### config.mk
export PLATFORM = sky130hd
export DESIGN_NAME = serial_bus_dma_frame_responder
export DESIGN_NICKNAME = d
export VERILOG_FILES = /design/src/sv/sbdfr_pkg.sv /design/src/sv/sbdfr_word_gen.sv /design/src/sv/serial_bus_dma_frame_responder.sv
export SDC_FILE = /design/constraint.sdc
export NUM_CORES = 1
export LEC_CHECK = 0
export ABC_CLOCK_PERIOD_IN_PS = 7000
export BUFFER_PORTS_ARGS = -buffer_cell sky130_fd_sc_hd__clkbuf_2
export CORE_MARGIN = 2
export CORE_UTILIZATION = 30
export CTS_BUF_LIST = sky130_fd_sc_hd__clkbuf_4 sky130_fd_sc_hd__clkbuf_8 sky130_fd_sc_hd__clkbuf_16
export DETAILED_ROUTE_END_ITERATION = 8
export SETUP_SLACK_MARGIN = 0.5
export SLEW_MARGIN = 10
export SYNTH_ARGS = -nofsm -noshare
export SYNTH_HDL_FRONTEND = slang
export SYNTH_SLANG_ARGS = --single-unit
### constraint.sdc
create_clock -name clk -period 7 [get_ports clk]
set_clock_uncertainty 0.1 [all_clocks]
set_input_delay 0.35 -clock clk [delete_from_list [all_inputs] [get_ports clk]]
set_output_delay 0.35 -clock clk [all_outputs]
set_load 0.005 [all_outputs]
### src/sv/sbdfr_pkg.sv
// ----------------------------------------------------------------------------
// Serial bus frame responder package
// Shared types, register indexes, frame kinds and the response ROM.
// ----------------------------------------------------------------------------
package sbdfr_pkg;

	localparam int MAX_FRAMES = 64;

	localparam logic [31:0] END_BIT     = 32'h8000_0000;
	localparam logic [15:0] AXIS_BIAS   = 16'd512;
	localparam logic [7:0]  BASE_UNIT   = 8'h20;
	localparam logic [7:0]  NO_RESPONSE = 8'hff;
	localparam logic [7:0]  INFO_WORDS  = 8'd28;
	localparam logic [7:0]  CMD_INFO    = 8'd1;
	localparam logic [7:0]  CMD_COND    = 8'd9;

	localparam logic [1:0] PORT_KBD = 2'd0;
	localparam logic [1:0] PORT_PTR = 2'd1;
	localparam logic [1:0] PORT_CTL = 2'd2;

	localparam logic REG_LIST_BASE = 1'b0;
	localparam logic REG_STORAGE   = 1'b1;

	typedef enum logic [2:0] {
		KIND_INFO_KBD,
		KIND_INFO_PTR,
		KIND_INFO_CTL,
		KIND_KBD,
		KIND_PTR,
		KIND_CTL,
		KIND_NORESP,
		KIND_FWD
	} kind_t;

	typedef struct packed {
		logic [31:0]        frame_header;
		logic [31:0]        receive_address;
		logic [31:0]        command_word;
		logic [63:0]        key_report;
		logic [2:0]         pointer_buttons;
		logic signed [7:0]  pointer_dx;
		logic signed [7:0]  pointer_dy;
		logic signed [7:0]  pointer_dz;
	} in_word_t;

	typedef struct packed {
		logic [31:0] write_address;
		logic [31:0] write_word;
		logic        frame_last;
		logic        walk_ended;
		logic [31:0] next_frame_address;
		logic        forward_to_storage;
	} out_word_t;

	typedef struct packed {
		kind_t              kind;
		logic [31:0]        recv;
		logic               ended;
		logic [31:0]        next;
		logic [63:0]        key_report;
		logic [2:0]         buttons;
		logic signed [7:0]  dx;
		logic signed [7:0]  dy;
		logic signed [7:0]  dz;
	} frame_t;

	localparam logic [7:0] KBD_LABEL [30] = '{
		8'h4B, 8'h65, 8'h79, 8'h62, 8'h6F, 8'h61, 8'h72, 8'h64, 8'h20, 8'h20,
		8'h20, 8'h20, 8'h20, 8'h20, 8'h20, 8'h20, 8'h20, 8'h20, 8'h20, 8'h20,
		8'h20, 8'h20, 8'h20, 8'h20, 8'h20, 8'h20, 8'h20, 8'h20, 8'h20, 8'h20
	};

	localparam logic [7:0] PTR_LABEL [30] = '{
		8'h4D, 8'h6F, 8'h75, 8'h73, 8'h65, 8'h20, 8'h20, 8'h20, 8'h20, 8'h20,
		8'h20, 8'h20, 8'h20, 8'h20, 8'h20, 8'h20, 8'h20, 8'h20, 8'h20, 8'h20,
		8'h20, 8'h20, 8'h20, 8'h20, 8'h20, 8'h20, 8'h20, 8'h20, 8'h20, 8'h20
	};

	localparam logic [7:0] CTL_LABEL [30] = '{
		8'h44, 8'h72, 8'h65, 8'h61, 8'h6D, 8'h63, 8'h61, 8'h73, 8'h74, 8'h20,
		8'h43, 8'h6F, 8'h6E, 8'h74, 8'h72, 8'h6F, 8'h6C, 8'h6C, 8'h65, 8'h72,
		8'h20, 8'h20, 8'h20, 8'h20, 8'h20, 8'h20, 8'h20, 8'h20, 8'h20, 8'h20
	};

	localparam logic [7:0] NOTICE_TEXT [60] = '{
		8'h50, 8'h72, 8'h6F, 8'h64, 8'h75, 8'h63, 8'h65, 8'h64, 8'h20, 8'h42,
		8'h79, 8'h20, 8'h6F, 8'h72, 8'h20, 8'h55, 8'h6E, 8'h64, 8'h65, 8'h72,
		8'h20, 8'h4C, 8'h69, 8'h63, 8'h65, 8'h6E, 8'h73, 8'h65, 8'h20, 8'h46,
		8'h72, 8'h6F, 8'h6D, 8'h20, 8'h53, 8'h45, 8'h47, 8'h41, 8'h20, 8'h45,
		8'h4E, 8'h54, 8'h45, 8'h52, 8'h50, 8'h52, 8'h49, 8'h53, 8'h45, 8'h53,
		8'h2C, 8'h4C, 8'h54, 8'h44, 8'h2E, 8'h20, 8'h20, 8'h20, 8'h20, 8'h20
	};

	// Index of the final response word for each kind of frame.
	function automatic logic [4:0] last_index(kind_t kind);
		logic [4:0] r;
		case (kind)
			KIND_INFO_KBD, KIND_INFO_PTR, KIND_INFO_CTL: r = 5'd28;
			KIND_KBD: r = 5'd3;
			KIND_PTR: r = 5'd4;
			KIND_CTL: r = 5'd3;
			default: r = 5'd0;
		endcase
		return r;
	endfunction

	function automatic logic [7:0] info_byte(kind_t kind, logic [6:0] idx);
		logic [7:0]  sender;
		logic [7:0]  recip;
		logic [31:0] func;
		logic [4:0]  loff;
		logic [5:0]  noff;
		logic [7:0]  lbyte;
		logic [7:0]  r;
		case (kind)
			KIND_INFO_PTR: begin
				sender = 8'h60;
				recip = 8'h00;
				func = 32'h0000_0200;
			end
			KIND_INFO_CTL: begin
				sender = 8'h80;
				recip = 8'h21;
				func = 32'h0000_0001;
			end
			default: begin
				sender = 8'h20;
				recip = 8'h00;
				func = 32'h0000_0040;
			end
		endcase
		loff = 5'(idx - 7'd22);
		noff = 6'(idx - 7'd52);
		case (kind)
			KIND_INFO_PTR: lbyte = PTR_LABEL[loff];
			KIND_INFO_CTL: lbyte = CTL_LABEL[loff];
			default: lbyte = KBD_LABEL[loff];
		endcase
		if (idx == 7'd0) begin
			r = 8'd5;
		end else if (idx == 7'd1) begin
			r = sender;
		end else if (idx == 7'd2) begin
			r = recip;
		end else if (idx == 7'd3) begin
			r = INFO_WORDS;
		end else if (idx == 7'd4) begin
			r = func[31:24];
		end else if (idx == 7'd5) begin
			r = func[23:16];
		end else if (idx == 7'd6) begin
			r = func[15:8];
		end else if (idx == 7'd7) begin
			r = func[7:0];
		end else if (idx == 7'd20) begin
			r = 8'hff;
		end else if (idx >= 7'd22 && idx < 7'd52) begin
			r = lbyte;
		end else if (idx >= 7'd52 && idx < 7'd112) begin
			r = NOTICE_TEXT[noff];
		end else begin
			r = 8'h00;
		end
		return r;
	endfunction

	function automatic logic [31:0] info_word(kind_t kind, logic [4:0] k);
		logic [6:0] base;
		base = {k, 2'b00};
		return {info_byte(kind, base + 7'd3), info_byte(kind, base + 7'd2),
			info_byte(kind, base + 7'd1), info_byte(kind, base)};
	endfunction

endpackage

### src/sv/sbdfr_word_gen.sv
// ----------------------------------------------------------------------------
// Response word generator
// Builds response word k of a decoded frame from the ROM and the reports.
// ----------------------------------------------------------------------------
module sbdfr_word_gen (
	input  sbdfr_pkg::frame_t frame,
	input  logic [4:0]        idx,
	output logic [31:0]       word
);

	logic [7:0]  btn;
	logic [15:0] ax;
	logic [15:0] ay;
	logic [15:0] az;

	assign btn = {4'b0000, frame.buttons[2], frame.buttons[0], frame.buttons[1], 1'b0};
	assign ax  = {{8{frame.dx[7]}}, frame.dx} + sbdfr_pkg::AXIS_BIAS;
	assign ay  = {{8{frame.dy[7]}}, frame.dy} + sbdfr_pkg::AXIS_BIAS;
	assign az  = {{8{frame.dz[7]}}, frame.dz} + sbdfr_pkg::AXIS_BIAS;

	always_comb begin
		word = 32'h0;
		case (frame.kind)
			sbdfr_pkg::KIND_INFO_KBD, sbdfr_pkg::KIND_INFO_PTR,
			sbdfr_pkg::KIND_INFO_CTL: begin
				word = sbdfr_pkg::info_word(frame.kind, idx);
			end
			sbdfr_pkg::KIND_KBD: begin
				case (idx)
					5'd0: word = 32'h0300_2008;
					5'd1: word = 32'h4000_0000;
					5'd2: word = frame.key_report[31:0];
					5'd3: word = frame.key_report[63:32];
					default: word = 32'h0;
				endcase
			end
			sbdfr_pkg::KIND_PTR: begin
				case (idx)
					5'd0: word = 32'h0400_6008;
					5'd1: word = 32'h0002_0000;
					5'd2: word = {16'h0000, 8'hff, ~btn};
					5'd3: word = {ay, ax};
					5'd4: word = {16'h0000, az};
					default: word = 32'h0;
				endcase
			end
			sbdfr_pkg::KIND_CTL: begin
				case (idx)
					5'd0: word = 32'h03A0_8008;
					5'd1: word = 32'h0100_0000;
					5'd2: word = 32'h0000_FFFF;
					5'd3: word = 32'h8080_8080;
					default: word = 32'h0;
				endcase
			end
			sbdfr_pkg::KIND_NORESP: word = {24'h0, sbdfr_pkg::NO_RESPONSE};
			default: word = 32'h0;
		endcase
	end

endmodule

### src/sv/serial_bus_dma_frame_responder.sv
// ----------------------------------------------------------------------------
// Serial bus DMA frame responder
// Decodes command frames and streams the response frame as memory words.
// ----------------------------------------------------------------------------
// A frame is decoded into a frame register as it is accepted, and its response
// words then leave one per cycle through the result register unless the output
// side stalls. A frame has as many response words as its kind needs: 1 for a
// no-response or storage notice, 4 for keyboard or controller condition, 5 for
// pointer condition and 29 for device information. The next frame is accepted
// in the cycle the last word of the current one moves into the result register,
// so frames follow without a gap while the output side keeps taking words.
module serial_bus_dma_frame_responder (
	input  logic                  clk,
	input  logic                  arst_n,
	input  logic                  cfg_wr_en,
	input  logic                  cfg_index,
	input  logic [31:0]           cfg_wdata,
	input  logic                  in_valid,
	output logic                  in_stall,
	input  sbdfr_pkg::in_word_t   in_data,
	output logic                  out_valid,
	input  logic                  out_stall,
	output sbdfr_pkg::out_word_t  out_data
);

	logic [31:0]          base_q;
	logic                 storage_q;
	logic [31:0]          frame_ptr_q;
	logic [6:0]           frames_done_q;

	logic                 valid_s1;
	sbdfr_pkg::frame_t    frame_s1;
	logic [4:0]           idx_s1;

	logic                 out_valid_q;
	sbdfr_pkg::out_word_t out_q;

	sbdfr_pkg::frame_t    dec;
	logic [1:0]           port;
	logic [7:0]           cmd;
	logic [7:0]           recip;
	logic [9:0]           span;
	logic                 in_acc;
	logic                 out_free;
	logic                 emit;
	logic                 last;
	logic [31:0]          word;

	assign port  = in_data.frame_header[17:16];
	assign cmd   = in_data.command_word[7:0];
	assign recip = in_data.command_word[15:8];
	assign span  = 10'(in_data.frame_header[7:0]) + 10'd3;

	always_comb begin
		dec.recv       = in_data.receive_address;
		dec.next       = frame_ptr_q + {20'h0, span, 2'b00};
		dec.ended      = ((in_data.frame_header & sbdfr_pkg::END_BIT) != 32'h0)
			|| (({1'b0, frames_done_q} + 8'd1) >= 8'(sbdfr_pkg::MAX_FRAMES));
		dec.key_report = in_data.key_report;
		dec.buttons    = in_data.pointer_buttons;
		dec.dx         = in_data.pointer_dx;
		dec.dy         = in_data.pointer_dy;
		dec.dz         = in_data.pointer_dz;
		dec.kind       = sbdfr_pkg::KIND_NORESP;
		if ((recip & sbdfr_pkg::BASE_UNIT) != 8'h0) begin
			if (port == sbdfr_pkg::PORT_KBD && cmd == sbdfr_pkg::CMD_INFO) begin
				dec.kind = sbdfr_pkg::KIND_INFO_KBD;
			end else if (port == sbdfr_pkg::PORT_KBD && cmd == sbdfr_pkg::CMD_COND) begin
				dec.kind = sbdfr_pkg::KIND_KBD;
			end else if (port == sbdfr_pkg::PORT_PTR && cmd == sbdfr_pkg::CMD_INFO) begin
				dec.kind = sbdfr_pkg::KIND_INFO_PTR;
			end else if (port == sbdfr_pkg::PORT_PTR && cmd == sbdfr_pkg::CMD_COND) begin
				dec.kind = sbdfr_pkg::KIND_PTR;
			end else if (port == sbdfr_pkg::PORT_CTL && storage_q
				&& cmd == sbdfr_pkg::CMD_INFO) begin
				dec.kind = sbdfr_pkg::KIND_INFO_CTL;
			end else if (port == sbdfr_pkg::PORT_CTL && storage_q
				&& cmd == sbdfr_pkg::CMD_COND) begin
				dec.kind = sbdfr_pkg::KIND_CTL;
			end
		end else if (port == sbdfr_pkg::PORT_CTL && recip[0] && storage_q) begin
			dec.kind = sbdfr_pkg::KIND_FWD;
		end
	end

	assign out_free = !out_valid_q || !out_stall;
	assign emit     = valid_s1 && out_free;
	assign last     = idx_s1 == sbdfr_pkg::last_index(frame_s1.kind);
	assign in_stall = valid_s1 && !(emit && last);
	assign in_acc   = in_valid && !in_stall;

	always_ff @(posedge clk or negedge arst_n) begin
		if (!arst_n) begin
			base_q        <= 32'h0;
			storage_q     <= 1'b0;
			frame_ptr_q   <= 32'h0;
			frames_done_q <= 7'h0;
		end else if (cfg_wr_en) begin
			if (cfg_index == sbdfr_pkg::REG_LIST_BASE) begin
				base_q        <= cfg_wdata;
				frame_ptr_q   <= cfg_wdata;
				frames_done_q <= 7'h0;
			end else begin
				storage_q <= cfg_wdata[0];
			end
		end else if (in_acc) begin
			if (dec.ended) begin
				frame_ptr_q   <= base_q;
				frames_done_q <= 7'h0;
			end else begin
				frame_ptr_q   <= dec.next;
				frames_done_q <= frames_done_q + 7'd1;
			end
		end
	end

	always_ff @(posedge clk or negedge arst_n) begin
		if (!arst_n) begin
			valid_s1    <= 1'b0;
			idx_s1      <= 5'd0;
			out_valid_q <= 1'b0;
		end else begin
			if (in_acc) begin
				valid_s1 <= 1'b1;
				idx_s1   <= 5'd0;
			end else if (emit && last) begin
				valid_s1 <= 1'b0;
			end else if (emit) begin
				idx_s1 <= idx_s1 + 5'd1;
			end
			if (emit) begin
				out_valid_q <= 1'b1;
			end else if (!out_stall) begin
				out_valid_q <= 1'b0;
			end
		end
	end

	sbdfr_word_gen u_word_gen (
		.frame (frame_s1),
		.idx   (idx_s1),
		.word  (word)
	);

	always_ff @(posedge clk) begin
		if (in_acc) begin
			frame_s1 <= dec;
		end
		if (emit) begin
			out_q.write_address      <= frame_s1.recv + {25'h0, idx_s1, 2'b00};
			out_q.write_word         <= word;
			out_q.frame_last         <= last;
			out_q.walk_ended         <= frame_s1.ended;
			out_q.next_frame_address <= frame_s1.next;
			out_q.forward_to_storage <= frame_s1.kind == sbdfr_pkg::KIND_FWD;
		end
	end

	assign out_valid = out_valid_q;
	assign out_data  = out_q;

endmodule

[After elaboration in Yosys (flattened, before gate mapping)]
Memory sizes are Yosys's and may differ from the RTL's.
Index checks and enable logic that the tools add are counted.
Storage, ports and cells
  bits in registers: 337
  bits in read-only memories: 5120
  input port bits: 225
  output and inout bits: 101
  word-level logic and storage cells: 284
  memories kept: 16
Memory list
  (no name shown): depth 64, bits a word 8, rd ports 1, clocked after Yosys merged registers in 0, wr ports 0, RTL line sbdfr_pkg.sv:160  | r = NOTICE_TEXT[noff];
  (no name shown): depth 64, bits a word 8, rd ports 1, clocked after Yosys merged registers in 0, wr ports 0, RTL line sbdfr_pkg.sv:160
  (no name shown): depth 64, bits a word 8, rd ports 1, clocked after Yosys merged registers in 0, wr ports 0, RTL line sbdfr_pkg.sv:160
  (no name shown): depth 64, bits a word 8, rd ports 1, clocked after Yosys merged registers in 0, wr ports 0, RTL line sbdfr_pkg.sv:160
  (no name shown): depth 32, bits a word 8, rd ports 1, clocked after Yosys merged registers in 0, wr ports 0, RTL line sbdfr_pkg.sv:137  | default: lbyte = KBD_LABEL[loff];
  (no name shown): depth 32, bits a word 8, rd ports 1, clocked after Yosys merged registers in 0, wr ports 0, RTL line sbdfr_pkg.sv:135  | KIND_INFO_PTR: lbyte = PTR_LABEL[loff];
  +10 memories
Operators by class
  add/sub/neg operators: 20
  magnitude comparators: 25
  eq/ne operators: 44
  mux-type cells: 105
  bitwise operators: 10
  reductions and logical operators: 42
Operator list (number)
  $mux W8: 70
  $pmux W32 S5: 2
  $pmux W32 S4: 2
  $mux W32: 4
  $eq A7 B3 Y1 const B: 12
  $pmux W8 S2: 5
  $eq A7 B2 Y1 const B: 6
  $add A8 B11 Y12 const B: 3
  $add A32 B11 Y32: 1
  $add A32 B7 Y32: 1
  $ge A7 B5 Y1 const B: 4
  $ge A7 B6 Y1 const B: 4
  $ge A7 B7 Y1 const B: 4
  $lt A7 B6 Y1 const B: 4
  $lt A7 B7 Y1 const B: 4
  $mux W7: 4
  $not A6 Y7: 4
  $ge A6 B6 Y1 const B: 4
  $not A5 Y6: 4
  $sub A6 B6 Y6 const B: 4
  $eq A7 B1 Y1 const B: 3
  $eq A7 B5 Y1 const B: 3
  $logic_and A1 B1 Y1: 21
  $logic_not A7 Y1: 3
  38 further kinds: 70

[Logic depth before layout (Yosys ltp)]
  word-level depth: 18
  depth in mapped cells: 12
  gate-level depth less buffers: 12

[By module]
A second synthesis with hierarchy kept.
Second synthesis, totals
  cell total of the unflattened synthesis: 1467
  area total of the unflattened synthesis: 16733.5 um2
By module, submodules not included
  serial_bus_dma_frame_responder: instances 1, cells each 996, area each 13688.1 um2, sequential area each 9724.3 um2
  sbdfr_word_gen: instances 1, cells each 471, area each 3045.4 um2, sequential area each 0.0 um2

[Least setup slack after synthesis]
Ideal clock, no wire load.
  path type: register to register
  start point: register out_valid_q, in the netlist out_valid
  end point: register idx_s1[4]
  setup time: 0.295 ns
  arrival time: 5.605 ns
  data required time: 6.605 ns
  slack: 1.000 ns
  cell stages (with the launch flop): 8
  path buffers: 1
  clock period less this slack: 6.000 ns
  cells stage by stage: dfrtp_1 > and2_1 > nor2_1 > and2_1 > buf_2 > nand4_1 > xor2_1 > nor2_1
Between the ends
  cells in the longest elaborated chain, start to end: 10
  elaborated cells on any way between the ends: 12
  classes of those cells: eq/ne: 1; mux: 1; reduce/logical: 10
Ends and longest elaborated chain
  start: declaration: RTL line serial_bus_dma_frame_responder.sv:35  | logic out_valid_q;
  start signal: assignment: RTL line serial_bus_dma_frame_responder.sv:121  | out_valid_q <= 1'b0;
  start signal: assignment: RTL line serial_bus_dma_frame_responder.sv:132  | out_valid_q <= 1'b1;
  start signal: assignment: RTL line serial_bus_dma_frame_responder.sv:134  | out_valid_q <= 1'b0;
  $logic_not A1 Y1 (*): RTL line serial_bus_dma_frame_responder.sv:86  | assign out_free = !out_valid_q || !out_stall;
  $logic_or A1 B1 Y1 (*): RTL line serial_bus_dma_frame_responder.sv:86
  $logic_and A1 B1 Y1 (*): RTL line serial_bus_dma_frame_responder.sv:87  | assign emit = valid_s1 && out_free;
  net emit: RTL line serial_bus_dma_frame_responder.sv:45  | logic emit;
  $logic_and A1 B1 Y1: RTL line serial_bus_dma_frame_responder.sv:89, serial_bus_dma_frame_responder.sv:126
  $logic_not A1 Y1: RTL line serial_bus_dma_frame_responder.sv:89  | assign in_stall = valid_s1 && !(emit && last);
  $logic_and A1 B1 Y1: RTL line serial_bus_dma_frame_responder.sv:89
  $logic_not A1 Y1: RTL line serial_bus_dma_frame_responder.sv:90  | assign in_acc = in_valid && !in_stall;
  $logic_and A1 B1 Y1: RTL line serial_bus_dma_frame_responder.sv:90
  $ne A2 B2 Y1 (no source line) / $reduce_bool A2 Y1 (equally long branches)
  $reduce_and A2 Y1 (no source line)
  end signal: assignment: RTL line serial_bus_dma_frame_responder.sv:129  | idx_s1 <= idx_s1 + 5'd1;
  end: declaration: RTL line serial_bus_dma_frame_responder.sv:33  | logic [4:0] idx_s1;
The timed path passes the listed nets; every way through them passes the cells marked *.
A chain may end at the register's enable or synchronous reset.

[Final worst setup path]
  start point: register idx_s1[1]
  end point: register out_q (netlist bit out_data[53]) (data pin)
Between the ends
  cells in the longest elaborated chain, start to end: 18
  elaborated cells on any way between the ends: 52
  classes of those cells: add/sub: 3; order compare: 4; eq/ne: 12; mux: 23; bitwise: 2; reduce/logical: 4; memory: 4
Ends and longest elaborated chain
  $add A7 B2 Y7: RTL line sbdfr_pkg.sv:170  | return {info_byte(kind, base + 7'd3), info_byte(kind, base + 7'd2),
  $sub A6 B6 Y6 / $sub A5 B5 Y5 (equally long branches): RTL line sbdfr_pkg.sv:133, sbdfr_pkg.sv:132
  $not A6 Y7 (not written as such) / $not A5 Y6 (equally long branches)
  $mem_v2 Z64 W8 (tied with other cells)
  $mux W8 (on tied branches) (2 in a row)
  $mux W8 / $pmux W8 S2 (equally long branches): RTL line sbdfr_pkg.sv:159, sbdfr_pkg.sv:134
  $mux W8: RTL line sbdfr_pkg.sv:157  | end else if (idx >= 7'd22 && idx < 7'd52) begin
  $mux W8: RTL line sbdfr_pkg.sv:155  | end else if (idx == 7'd20) begin
  (+2 left out)
  $mux W8: RTL line sbdfr_pkg.sv:149  | end else if (idx == 7'd5) begin
  $mux W8: RTL line sbdfr_pkg.sv:147  | end else if (idx == 7'd4) begin
  $mux W8: RTL line sbdfr_pkg.sv:145  | end else if (idx == 7'd3) begin
  $mux W8: RTL line sbdfr_pkg.sv:143  | end else if (idx == 7'd2) begin
  $mux W8: RTL line sbdfr_pkg.sv:141  | end else if (idx == 7'd1) begin
  $mux W8: RTL line sbdfr_pkg.sv:139  | if (idx == 7'd0) begin
  $pmux W32 S5 (*): RTL line sbdfr_word_gen.sv:23  | case (frame.kind)
  net u_word_gen.word[18]: RTL line sbdfr_word_gen.sv:8  | output logic [31:0] word
  end: declaration: RTL line serial_bus_dma_frame_responder.sv:36  | sbdfr_pkg::out_word_t out_q;
The timed path passes the listed nets; every way through them passes the cells marked *. The select of a mux whose other input is x is not followed.

==> results.py <==
metrics = {
    "worst_setup_path": {
        "path_cells": "inv_1, ha_1, nand2_1, nand2_1, a2111oi_0, o311ai_1, o211ai_1",
        "worstPathMaxFanout": 18,
        "slowest_delay_ps": 910,
        "critPathSlowestCell": "a2111oi_0",
        "path_common_cell": "nand2_1",
        "cp-end-kind": "register",
        "r2r_setup_slack_ps": 3070,
        "path_class": "reg -> reg",
        "critPathBufInv": 1,
        "required_ps": 7280,
        "cpLargestDelayFamily": "compound AO/OA/AOI/OAI gates",
        "cp.arrival_ps": 4210,
        "worstSetupStartpointType": "register",
    },
    "placement": {
        "portBuffers": 282,
        "gp_congestion": 0.889,
        "place_ws_ps": 2640,
        "place_hpwl_mm": 34.1,
    },
    "logic_synthesis": {
        "synth_edf_count": 258,
        "yosysTopAreaCell": "edfxtp_1",
        "synthCells": 1378,
        "yosysSeqAreaShare_pct": 61.0,
        "syn-cell-area_sq_mm": 0.0159,
        "synth_warnings": 0,
        "syn-num-nets": 1634,
        "async_reset_ff_share_pct": 23.4,
        "yosys_register_bits": 337,
        "avgSynthCellArea_sq_um": 11.6,
        "yosysUniqueCellTypes": 95,
        "netlist.area_leader.share_pct": 48.6,
        "synth_area_leaders": "edfxtp_1 (49%), dfrtp_1 (12%), nand2_1 (5.1%)",
        "ys.flop_type": "edfxtp_1",
    },
    "cells_and_area": {
        "drive_gt1_share_pct": 21.8,
        "layout_common_cells": "clkbuf_2 (281), edfxtp_1 (258), nand2_1 (216)",
        "fill_cells": 5071,
        "final_common_cell": "clkbuf_2",
        "fin_nets": 2059,
        "area_growth_pct": 31.1,
    },
    "clocking": {
        "path_clk_slew_ps": 50,
        "cts-root-buf": "clkbuf_16",
        "insertion_delay_ps": 550,
        "clk_path_buf_depth": 3,
        "tritoncts": "built",
        "cts_buffers": 40,
        "clock-sinks": 337,
        "h-tree-depth": 2,
        "postCtsSetupBuffers": 0,
    },
    "sta": {
        "final-setup-viol-count": 0,
        "min_period_ps": 3930,
        "fin_crit_sh_pct": 56.2,
        "finalSetupTns_ps": 0,
        "slew_headroom_pct": 27.1,
        "rsz0062_at_grt": "false",
        "tightest_slew_ps": 1090,
        "setup_ws_ps": 3070,
        "hold_violations": 0,
        "slew_viol_final": 0,
        "timing.fmax_mhz": 254,
    },
    "floorplan": {
        "ios": 326,
        "die_w_um": 234,
        "initial_core_util_pct": 30.3,
        "core_area_sq_mm": 0.0526,
        "die_area_sq_mm": 0.0550,
        "die_y_um": 234,
        "num_rows": 84,
    },
    "route": {
        "finalWirelength_mm": 50.9,
        "antenna_left": 0,
        "vias": 12805,
        "wl_per_cell_um": 20.2,
        "vias_per_cell": 5.08,
        "drtPass1Iterations": 6,
        "drc": 0,
        "first_iter_violations": 1197,
    },
    "power": {
        "p_leak_nw": 8.25,
        "peakVddDrop_v": 0.000207,
        "p_per_area_mw_per_mm2": 363,
    },
    "run_status": {
        "status": "completed",
    },
    "global_route": {
        "grt_util_all_layers_pct": 18.2,
        "grt_max_degree": 80,
        "grt_overflow": 0,
        "antenna_found_initial": 5,
        "grt_pass1_wl_mm": 75.8,
        "grt_pass1_vias": 12807,
    },
    "job": {
        "max_cap_violations": 0,
    },
    "worst_hold_path": {
        "hp-class": "in -> reg",
    },
}
[registers in the layout (all words and copies together), names as in the netlist]
signal,flops
frame_ptr_q,32
storage_q,1
valid_s1,1
frame_s1,159
frames_done_q,7
out_valid,1
out_data,99
base_q,32
idx_s1,5
[what timing repair did]
action	in CTS	in global routing
hold buffers	158	0
hold endpoints to repair	248	0
resized for setup	0	0
[report_power, final]
part | internal (mW) | switching, mW | total [mW]
combinational | 0.826 | 1.61 | 2.44
clock | 1.20 | 0.822 | 2.03
sequential | 2.83 | 0.289 | 3.12
total | 4.86 | 2.72 | 7.58
[area by class of cell]
cell class / instances / area (sq um) / share of cell area (%)
sequential: 337 / 9720 / 46.6
multi-input combinational: 939 / 5770 / 27.6
timing repair buffer: 460 / 3150 / 15.1
clock buffer: 54 / 1170 / 5.59
tap: 688 / 861 / 4.12
clock inverter: 16 / 110 / 0.527
inverter: 25 / 98.8 / 0.473
antenna: 1 / 2.50 / 0.0120
[logic make-up (layout without fill, tap and decap cells)]
logic type,after synthesis,after routing,synth area share (%)
AOI/OAI and AO/OA,351,351,15.1
xor gates and xnor gates,66,66,3.67
adders and majority gates,32,32,2.60
buffers and inverters,102,555,2.87
DFF,337,337,61.0
muxes,13,13,0.840
other,0,1,0
and+or+nand+nor,477,477,13.9
[metal layers]
metal	vias up	part of all wire (%)	global-route usage (%)
li1	5986	-	-
met1	6231	42	23.3
met2	485	49	30.8
met3	95	6.6	3.22
met4	8	3.1	6.51
met5	-	0.094	0
[worst reg2reg max path: cells and delay by family (launching register included)]
kind,cells,cell delay (ps)
AO/OA/AOI/OAI,3,1350
AND/OR/NAND/NOR,2,800
flip-flops,1,630
adder cells (fa/ha/maj),1,540
buffers and inverters,1,330
[per-stage QoR]
| step | cell area (sq um) | power, mW | util (%) | std cells | hold slack [ps] |
|---|---|---|---|---|---|
| after floorplan | 15900 | 4.61 | - | 1378 | -45.6 |
| after global placement | 18000 | 5.50 | 34.3 | 2291 | 306 |
| after detailed placement | 18000 | 5.52 | 34.3 | 2291 | 305 |
| after CTS | 20900 | 7.68 | 39.7 | 2519 | 134 |
| after global routing | 20900 | 8.04 | 39.7 | 2520 | 165 |
| final | 20900 | 7.58 | 39.7 | 2520 | 157 |
[cell usage after synthesis (all sizes together) (12+ instances only)]
master  number
edfxtp     258
xor2        18
nand3       34
o221ai      16
o22ai       19
nand4       14
o21ai       77
and2        14
a221oi      20
xnor2       48
nand2b      13
a21oi       93
nand2      217
and3        25
inv         24
clkbuf      39
ha          29
a22oi       28
nor2b       12
nor2        94
buf         38
dfrtp       79
nor3        22
[final timing paths]
path	start	end	cells past startpoint
setup / recovery	idx_s1[1]	out_data[53]	7
hold / removal	cfg_index	frame_ptr_q[10]	3
setup reg to reg	idx_s1[1]	out_data[53]	7
hold reg to reg	frame_s1[96]	out_data[6]	0
max in group asynchronous	arst_n	idx_s1[0]	2
min in group asynchronous	arst_n	base_q[12]	2
No activity file was read; power rests on OpenSTA's default activity.
